<file path="config.mk">
export PLATFORM = sky130hd
export DESIGN_NAME = lms_ctrl
export DESIGN_NICKNAME = d
export VERILOG_FILES = /design/src/rtl/assert_macros.svh /design/src/rtl/lms_pkg.sv /design/src/rtl/lms_ctrl.sv
export SDC_FILE = /design/constraint.sdc
export NUM_CORES = 1
export LEC_CHECK = 0
export BUFFER_PORTS_ARGS = -buffer_cell sky130_fd_sc_hd__buf_2
export CORE_AREA = 4 4 41 43
export DETAILED_ROUTE_END_ITERATION = 10
export DIE_AREA = 0 0 45 47
export GPL_ROUTABILITY_DRIVEN = 0
export PLACE_DENSITY = 0.53
export SYNTH_ARGS = -nofsm -noshare
export SYNTH_HDL_FRONTEND = slang
export SYNTH_SLANG_ARGS = --single-unit
</file>
<file path="constraint.sdc">
create_clock -name clk -period 2.7 [get_ports clk]
set_input_delay 0.54 -clock clk [delete_from_list [all_inputs] [get_ports clk]]
set_output_delay 0.54 -clock clk [all_outputs]
set_load 0.005 [all_outputs]
</file>
<file path="src/rtl/assert_macros.svh">
// ----------------------------------------------------------------------------
// assert_macros.svh
// Assertion shorthands shared by the LED matrix row scanner RTL.
// ----------------------------------------------------------------------------
`ifndef ASSERT_MACROS_SVH
`define ASSERT_MACROS_SVH

// Check that a property holds at every rising edge outside reset.
`define LMS_ASSERT(lbl, clk, rst_n, prop, msg) \
	lbl: assert property (@(posedge clk) disable iff (!(rst_n)) (prop)) \
		else $error(msg);

// Check that a condition never holds at a rising edge outside reset.
`define LMS_ASSERT_NEVER(lbl, clk, rst_n, cond, msg) \
	lbl: assert property (@(posedge clk) disable iff (!(rst_n)) !(cond)) \
		else $error(msg);

`endif

</file>
<file path="src/rtl/lms_pkg.sv">
// ----------------------------------------------------------------------------
// lms_pkg
// Types and constants shared by the LED matrix row scanner modules.
// ----------------------------------------------------------------------------
`default_nettype none

package lms_pkg;

	// Request command codes
	localparam logic [1:0] CMD_PIXEL = 2'b00;
	localparam logic [1:0] CMD_FRAME = 2'b01;
	localparam logic [1:0] CMD_TICK  = 2'b10;

	// Frame geometry
	localparam int FRAME_W     = 32;
	localparam int FRAME_H     = 16;
	localparam int FRAME_SLOTS = 3;
	localparam int FRAME_DEPTH = FRAME_SLOTS * FRAME_W * FRAME_H;
	localparam int FRAME_AW    = $clog2(FRAME_DEPTH);
	localparam int SECTION_W   = 8;
	localparam int LEVELS      = 4;
	localparam int COLORS      = 3;

	typedef logic [FRAME_AW-1:0] frame_addr_t;
	typedef logic [5:0]          pixel_t;
	typedef logic [1:0]          slot_t;

	// One section of a row: [color][level][pixel offset]
	typedef logic [COLORS-1:0][LEVELS-1:0][SECTION_W-1:0] plane_word_t;

	// Controller to datapath commands
	typedef struct packed {
		logic clear_step;
		logic pixel_write;
		logic frame_done;
		logic tick_start;
		logic build_step;
		logic emit_step;
		logic advance;
	} lms_ctl_t;

	// Datapath to controller status
	typedef struct packed {
		logic clear_last;
		logic build_last;
		logic emit_last;
		logic out_free;
		logic level_zero;
	} lms_status_t;

endpackage

`default_nettype wire

</file>
<file path="src/rtl/lms_ctrl.sv">
// ----------------------------------------------------------------------------
// lms_ctrl
// Sequencer: memory clear, request decode, plane rebuild and row transfer.
// ----------------------------------------------------------------------------
`default_nettype none

module lms_ctrl (
	input  wire logic                 clk,
	input  wire logic                 arst_n,
	input  wire logic                 in_valid,
	output logic                      in_stall,
	input  wire logic [1:0]           cmd,
	input  wire lms_pkg::lms_status_t st,
	output lms_pkg::lms_ctl_t         ctl
);

	localparam logic [2:0] ST_CLEAR = 3'd0;
	localparam logic [2:0] ST_IDLE  = 3'd1;
	localparam logic [2:0] ST_BUILD = 3'd2;
	localparam logic [2:0] ST_DRAIN = 3'd3;
	localparam logic [2:0] ST_EMIT  = 3'd4;

	logic [2:0] state_q;
	logic [2:0] state_d;

	assign in_stall = (state_q != ST_IDLE);

	always_comb begin
		state_d = state_q;
		ctl     = '0;
		case (state_q)
			ST_CLEAR: begin
				ctl.clear_step = 1'b1;
				if (st.clear_last) begin
					state_d = ST_IDLE;
				end
			end
			ST_IDLE: begin
				if (in_valid) begin
					case (cmd)
						lms_pkg::CMD_PIXEL: begin
							ctl.pixel_write = 1'b1;
						end
						lms_pkg::CMD_FRAME: begin
							ctl.frame_done = 1'b1;
						end
						lms_pkg::CMD_TICK: begin
							ctl.tick_start = 1'b1;
							state_d = st.level_zero ? ST_BUILD : ST_EMIT;
						end
						default: begin
						end
					endcase
				end
			end
			ST_BUILD: begin
				ctl.build_step = 1'b1;
				if (st.build_last) begin
					state_d = ST_DRAIN;
				end
			end
			ST_DRAIN: begin
				state_d = ST_EMIT;
			end
			ST_EMIT: begin
				ctl.emit_step = st.out_free;
				if (st.out_free && st.emit_last) begin
					ctl.advance = 1'b1;
					state_d = ST_IDLE;
				end
			end
			default: begin
				state_d = ST_IDLE;
			end
		endcase
	end

	always_ff @(posedge clk or negedge arst_n) begin
		if (!arst_n) begin
			state_q <= ST_CLEAR;
		end else begin
			state_q <= state_d;
		end
	end

endmodule

`default_nettype wire

</file>
==> impl_metrics.tcl, run 1 <==
set metrics [dict create \
    syn_nets 42 \
    fin_crit_ns 2.02 \
    crit_start "state_q[2]" \
    synthSimpleGateAreaFrac 0.555 \
    routed_wl_um 673 \
    synth.top_cell.area_share 0.262 \
    powerDensity_nw_per_um2 709 \
    synthXorXnorAreaFrac 0 \
    grt_first_pass_wirelength_um 1100 \
    gr-usage-all-layers 0.0736 \
    p_leak_uw 0.000219 \
    synthCells 32 \
    via_count 289 \
    critical_path_class "flop to output pin" \
    drive_above_1_share 0.462 \
    met2_length_um 288 \
    synth_area_leaders "dfrtp_1 (26%), nor4b_4 (17%), and3b_1 (6.1%)" \
    numPortBuffers 17 \
    rsz0062_at_grt "false" \
    nNetsFinal 63 \
    relSlewSlack 0.813 \
    cts_num_sinks 3 \
    hold_class "input pin to asynchronous set/reset pin" \
    grt_max_degree 11 \
    drcViolationCount 0 \
    area_delta_synth_final_pct 41.5 \
    timing.critical_path.buf_inv 1 \
    slowest_stage "dfrtp_1" \
    cts.htree.levels 1 \
    fp.dieArea_sq_um 2120 \
    synth_top_family_by_area "simple AND/OR/NAND/NOR gates" \
    drt-met1-wl_um 311 \
    setup_viol 0 \
    tightestPinTransition_ns 0.280 \
    synth_cell_type_count 19 \
    cts_setup_buffers 0 \
    muxShareOfSynthArea 0 \
    place_inst 63 \
    final_cell_area_sq_um 405 \
    antenna_left 0 \
    synth_warnings 0 \
    peakVddDrop_uv 273 \
    fin_cells 67 \
    yosysSeqAreaShare 0.262 \
    hpwl_um 527 \
    diodes 0 \
    top_layer "met3" \
    grt_overflow_total 0 \
    cp_cell_sequence "nand2b_4, or2_4, nor4b_4, buf_2" \
    reg_top3 "state_q x3" \
    synth_area_sq_um 287 \
    ys.flop_type "dfrtp_1" \
    synth_seq_cells 3 \
    synthArstFlopShare 1.00 \
    numCtsBuffers 3 \
    post_dp_cell_area_sq_um 379 \
    clkTransAtPathRegs_ns 0.04 \
    power.total_uw 287 \
    ios 18 \
    status "finished clean" \
    synth_area_leader_cell "dfrtp_1" \
    initial_core_util 0.220 \
    met3_length_um 73 \
    cp-start-kind "flop" \
    hold_buffers 0 \
    fillCellCount 159 \
    drt_iter0_drc 3 \
    ff_latch_area_sq_um 75.1 \
    synth_area_per_cell_sq_um 8.95 \
    synth_most_common_cell "nor2_1" \
    synth_edf_count 0 \
    synth_compound_area_frac 0.118 \
    num_rows 13 \
    synth_adder_area_share 0 \
    slew_violations 0 \
    clock_path_buffers 2 \
    fmax_mhz 496 \
    grt_pass1_vias 286 \
    cpPeakStageDelay_ns 0.46 \
    die_h_um 47 \
    synthTopCellsByCount "nor2_1 (4), a21oi_1 (3), dfrtp_1 (3), nand2_1 (3)" \
    multi_input_area_sq_um 193 \
    cp-end-kind "output pin" \
    viasPerCell 4.31 \
    post-route-period-util 0.747 \
    required_ns 2.16 \
    avgRoutedWirePerCell_um 10.0 \
    hold_viol 0 \
    cap_violations 0 \
    regMostFlops "state_q" \
    worstPathArrival_ns 1.48 \
    tritoncts "done" \
    core_area_sq_um 1300 \
    clockRootBuffer "clkbuf_4" \
    dr.pass1.iters 2 \
    die_w_um 45 \
    antenna_found_initial 0 \
    cts_resized 0 \
    fin_setup_tns_ns 0 \
    r2r-start "state_q[0]" \
    largest_reg_flops 3 \
    clk_latency_ns 0.23 \
    fin_skew_ns 0.000559 \
    path_max_fanout 10 \
    critical-path-top-delay-family "simple AND/OR/NAND/NOR gates" \
]
## cells by family (layout without fill, tap and decap cells)
family | count (synthesis) | in the layout
flops | 3 | 3
buf+inv | 3 | 23
simple gates | 20 | 20
compound gates | 6 | 6
## report_power, final
part	internal, uW	switching [uW]	leakage [uW]
Sequential	56.9	28.0	0.0000382
Clock	55.3	22.2	0.0000150
Combinational	66.5	58.4	0.000166
Total	179	109	0.000219
## cell type report
class / count / area share
Sequential cell: 3 / 0.185
Timing Repair Buffer: 17 / 0.210
Multi-Input combinational cell: 26 / 0.475
Tap cell: 15 / 0.0463
Clock buffer: 4 / 0.0648
Inverter: 2 / 0.0185
## final timing paths
path | end | slack (ns) | depth (start not counted)
max | ctl[4] | 0.68 | 4
min | state_q[2] | 0.1 | 1
max reg2reg | state_q[0] | 1.64 | 3
min reg2reg | state_q[1] | 0.60 | 1
max in group asynchronous | state_q[1] | 2.50 | 1
min in group clk | state_q[1] | 0.60 | 1
## placed cells by master, fill, tap and decap left out, types with 2 or more instances in the layout
cell,netlist,layout
nor4b_4,2,2
dfrtp_1,3,3
and3b_1,2,2
clkbuf_4,0,3
buf_2,0,17
nor2_1,4,4
a21oi_1,3,3
o21ai_0,2,2
nand2_1,3,3
inv_1,2,2
## through the flow
stage	setup slack [ns]	utilization	hold slack, ns
floorplan	1.08	-	0.244
global placement	0.928	0.291	0.338
detailed placement	0.917	0.291	0.337
CTS	0.661	0.312	0.0898
global route	0.588	0.312	0.0890
finish	0.684	0.312	0.0960
## per-layer routing
metal / track usage / up-vias
met4: 0.0702 / 0
li1: - / 154
met2: 0.0960 / 14
met3: 0.0153 / 0
met1: 0.0984 / 121
met5: 0 / -
(Power assumes the default switching activity.)
==> run 2: changes to the inputs <==
- ABC_AREA: unset -> 1
- PLACE_DENSITY: 0.53 -> 0.52
- clock period: 2.7 -> 1.9 ns (I/O delays scaled with it)
==> run 2 against run 1 <==
Effect of this change:
- total power increased by 69%
- clock power grew 48%
- area after synthesis fell by 5.7%
- sequential power rose by 35%
- utilization increased by 0.38 points
==> impl_metrics.tcl, run 2 <==
set metrics [dict create \
    status "finished clean" \
    synth_most_common_cell "inv_1" \
    fin_setup_tns_ns 0 \
    fmax_mhz 633 \
    worstPathArrival_ns 1.20 \
    drcViolationCount 0 \
    regMostFlops "state_q" \
    numCtsBuffers 3 \
    tritoncts "done" \
    place_ws_ns 0.559 \
    hold_viol 0 \
    dr.pass1.iters 4 \
    cts_setup_buffers 0 \
    ios 18 \
    initial_core_util 0.208 \
    timing.critical_path.buf_inv 2 \
    peakVddDrop_uv 378 \
    die_h_um 47 \
    crit_start "state_q[2]" \
    p_leak_uw 0.000262 \
    syn_nets 55 \
    nNetsFinal 78 \
    diodes 0 \
    synth_area_leaders "dfrtp_1 (28%), inv_1 (17%), nand2_1 (14%)" \
    via_count 332 \
    area_delta_synth_final_pct 51.9 \
    min-delay-start "st[3]" \
    cp-start-kind "flop" \
    numPortBuffers 17 \
    grt_overflow_total 0 \
    synth_seq_cells 3 \
    grt_pass1_vias 303 \
    grt_first_pass_wirelength_um 1190 \
    slew_violations 0 \
    reg_top3 "state_q x3" \
    cts_num_sinks 3 \
    yosysSeqAreaShare 0.278 \
    clock_path_buffers 2 \
    synth_edf_count 0 \
    synth_area_sq_um 270 \
    rsz0062_at_grt "false" \
    synth_cell_type_count 13 \
    fp.dieArea_sq_um 2120 \
    fillCellCount 158 \
    hold_class "input pin to flop" \
    clkTransAtPathRegs_ns 0.04 \
    viasPerCell 4.05 \
    layout_commonest_cell "buf_2" \
    antenna_found_initial 0 \
    slowest_stage "dfrtp_1" \
    num_rows 13 \
    synthArstFlopShare 1.00 \
    grt_max_degree 7 \
    r2r-start "state_q[0]" \
    relSlewSlack 0.884 \
    die_w_um 45 \
    cap_violations 0 \
    tightestPinTransition_ns 0.175 \
    synth.top_cell.area_share 0.278 \
    fin_crit_ns 1.58 \
    setup_slack_ns 0.320 \
    powerDensity_nw_per_um2 1180 \
    synth_area_per_cell_sq_um 6.01 \
    synthCells 45 \
    cpPeakStageDelay_ns 0.40 \
    synth_warnings 0 \
    drt_iter0_drc 17 \
    clk_latency_ns 0.24 \
    avgRoutedWirePerCell_um 8.88 \
    clockRootBuffer "clkbuf_4" \
    cts_resized 0 \
    drive_above_1_share 0.358 \
    antenna_left 0 \
    cp_cell_sequence "inv_1, nand3_2, nor3b_1, buf_2" \
    gr-usage-all-layers 0.0862 \
    hpwl_um 593 \
    post-route-period-util 0.832 \
    mostFrequentLayoutCells "buf_2 (17), inv_1 (12), nand2_1 (10), nor2_1 (5), nand3_1 (4)" \
    routed_wl_um 728 \
    critical-path-top-delay-family "flip-flops" \
    synth_area_leader_cell "dfrtp_1" \
    core_area_sq_um 1300 \
    ys.flop_type "dfrtp_1" \
    critical_path_class "flop to output pin" \
    cp-end-kind "output pin" \
    setup_viol 0 \
    fin_skew_ns 0.00333 \
    synthTopCellsByCount "inv_1 (12), nand2_1 (10), nor2_1 (5), nand3_1 (4)" \
    required_ns 1.52 \
    cts.htree.levels 1 \
    path_max_fanout 6 \
    largest_reg_flops 3 \
]
run 2: path summary, 6_finish.rpt:
kind	slack, ns	depth (start not counted)	endpoint
setup / recovery	0.32	4	ctl[4]
hold / removal	0.45	4	state_q[1]
setup reg to reg	0.75	6	state_q[0]
hold reg to reg	0.65	3	state_q[1]
max in group asynchronous	1.33	2	state_q[2]
min in group asynchronous	0.47	2	state_q[1]
run 2: repair_timing:
action,in CTS,in global routing
hold endpoints to repair,3,0
setup endpoints to repair,0,0
hold buffers,1,0
run 2: cell families (layout without fill, tap and decap cells):
group	count (synthesis)	in the layout	share of synthesized area
compound gates	2	2	0.0370
simple gates	28	28	0.519
flops	3	3	0.278
buf+inv	12	34	0.167
run 2: tightest hold or removal path, stage by stage:
cell and delay [ns]:
buf_2 0.08, inv_1 0.03, nand3_1 0.10, nand2_1 0.06
run 2: stage by stage:
stage	hold slack [ns]	utilization	power, uW	cells	area, sq um
global route	0.491	0.315	545	82	410
detailed placement	0.177	0.288	371	77	374
floorplan	0.0844	-	290	45	270
CTS	0.444	0.315	490	82	410
global placement	0.176	0.288	372	77	374
finish	0.447	0.315	486	82	410
run 2: cell type report:
cell class                 instances  area (sq um)  share of cell area
clock buffer                       4          26.3              0.0640
inverter                          12          45.0               0.110
multi-input combinational         30           150               0.366
sequential                         3          75.1               0.183
tap                               15          18.8              0.0457
timing repair buffer              18          95.1               0.232
run 2: layer usage:
layer	part of all wire	global-route usage
met4	0.016	0.105
met1	0.43	0.0911
met3	0.095	0.0307
met5	0	0
met2	0.46	0.121
run 2: where the power goes:
group	internal [uW]	leakage, uW	switching, uW
Clock	78.9	0.0000150	36.6
Combinational	102	0.000209	153
Sequential	89.0	0.0000381	26.3
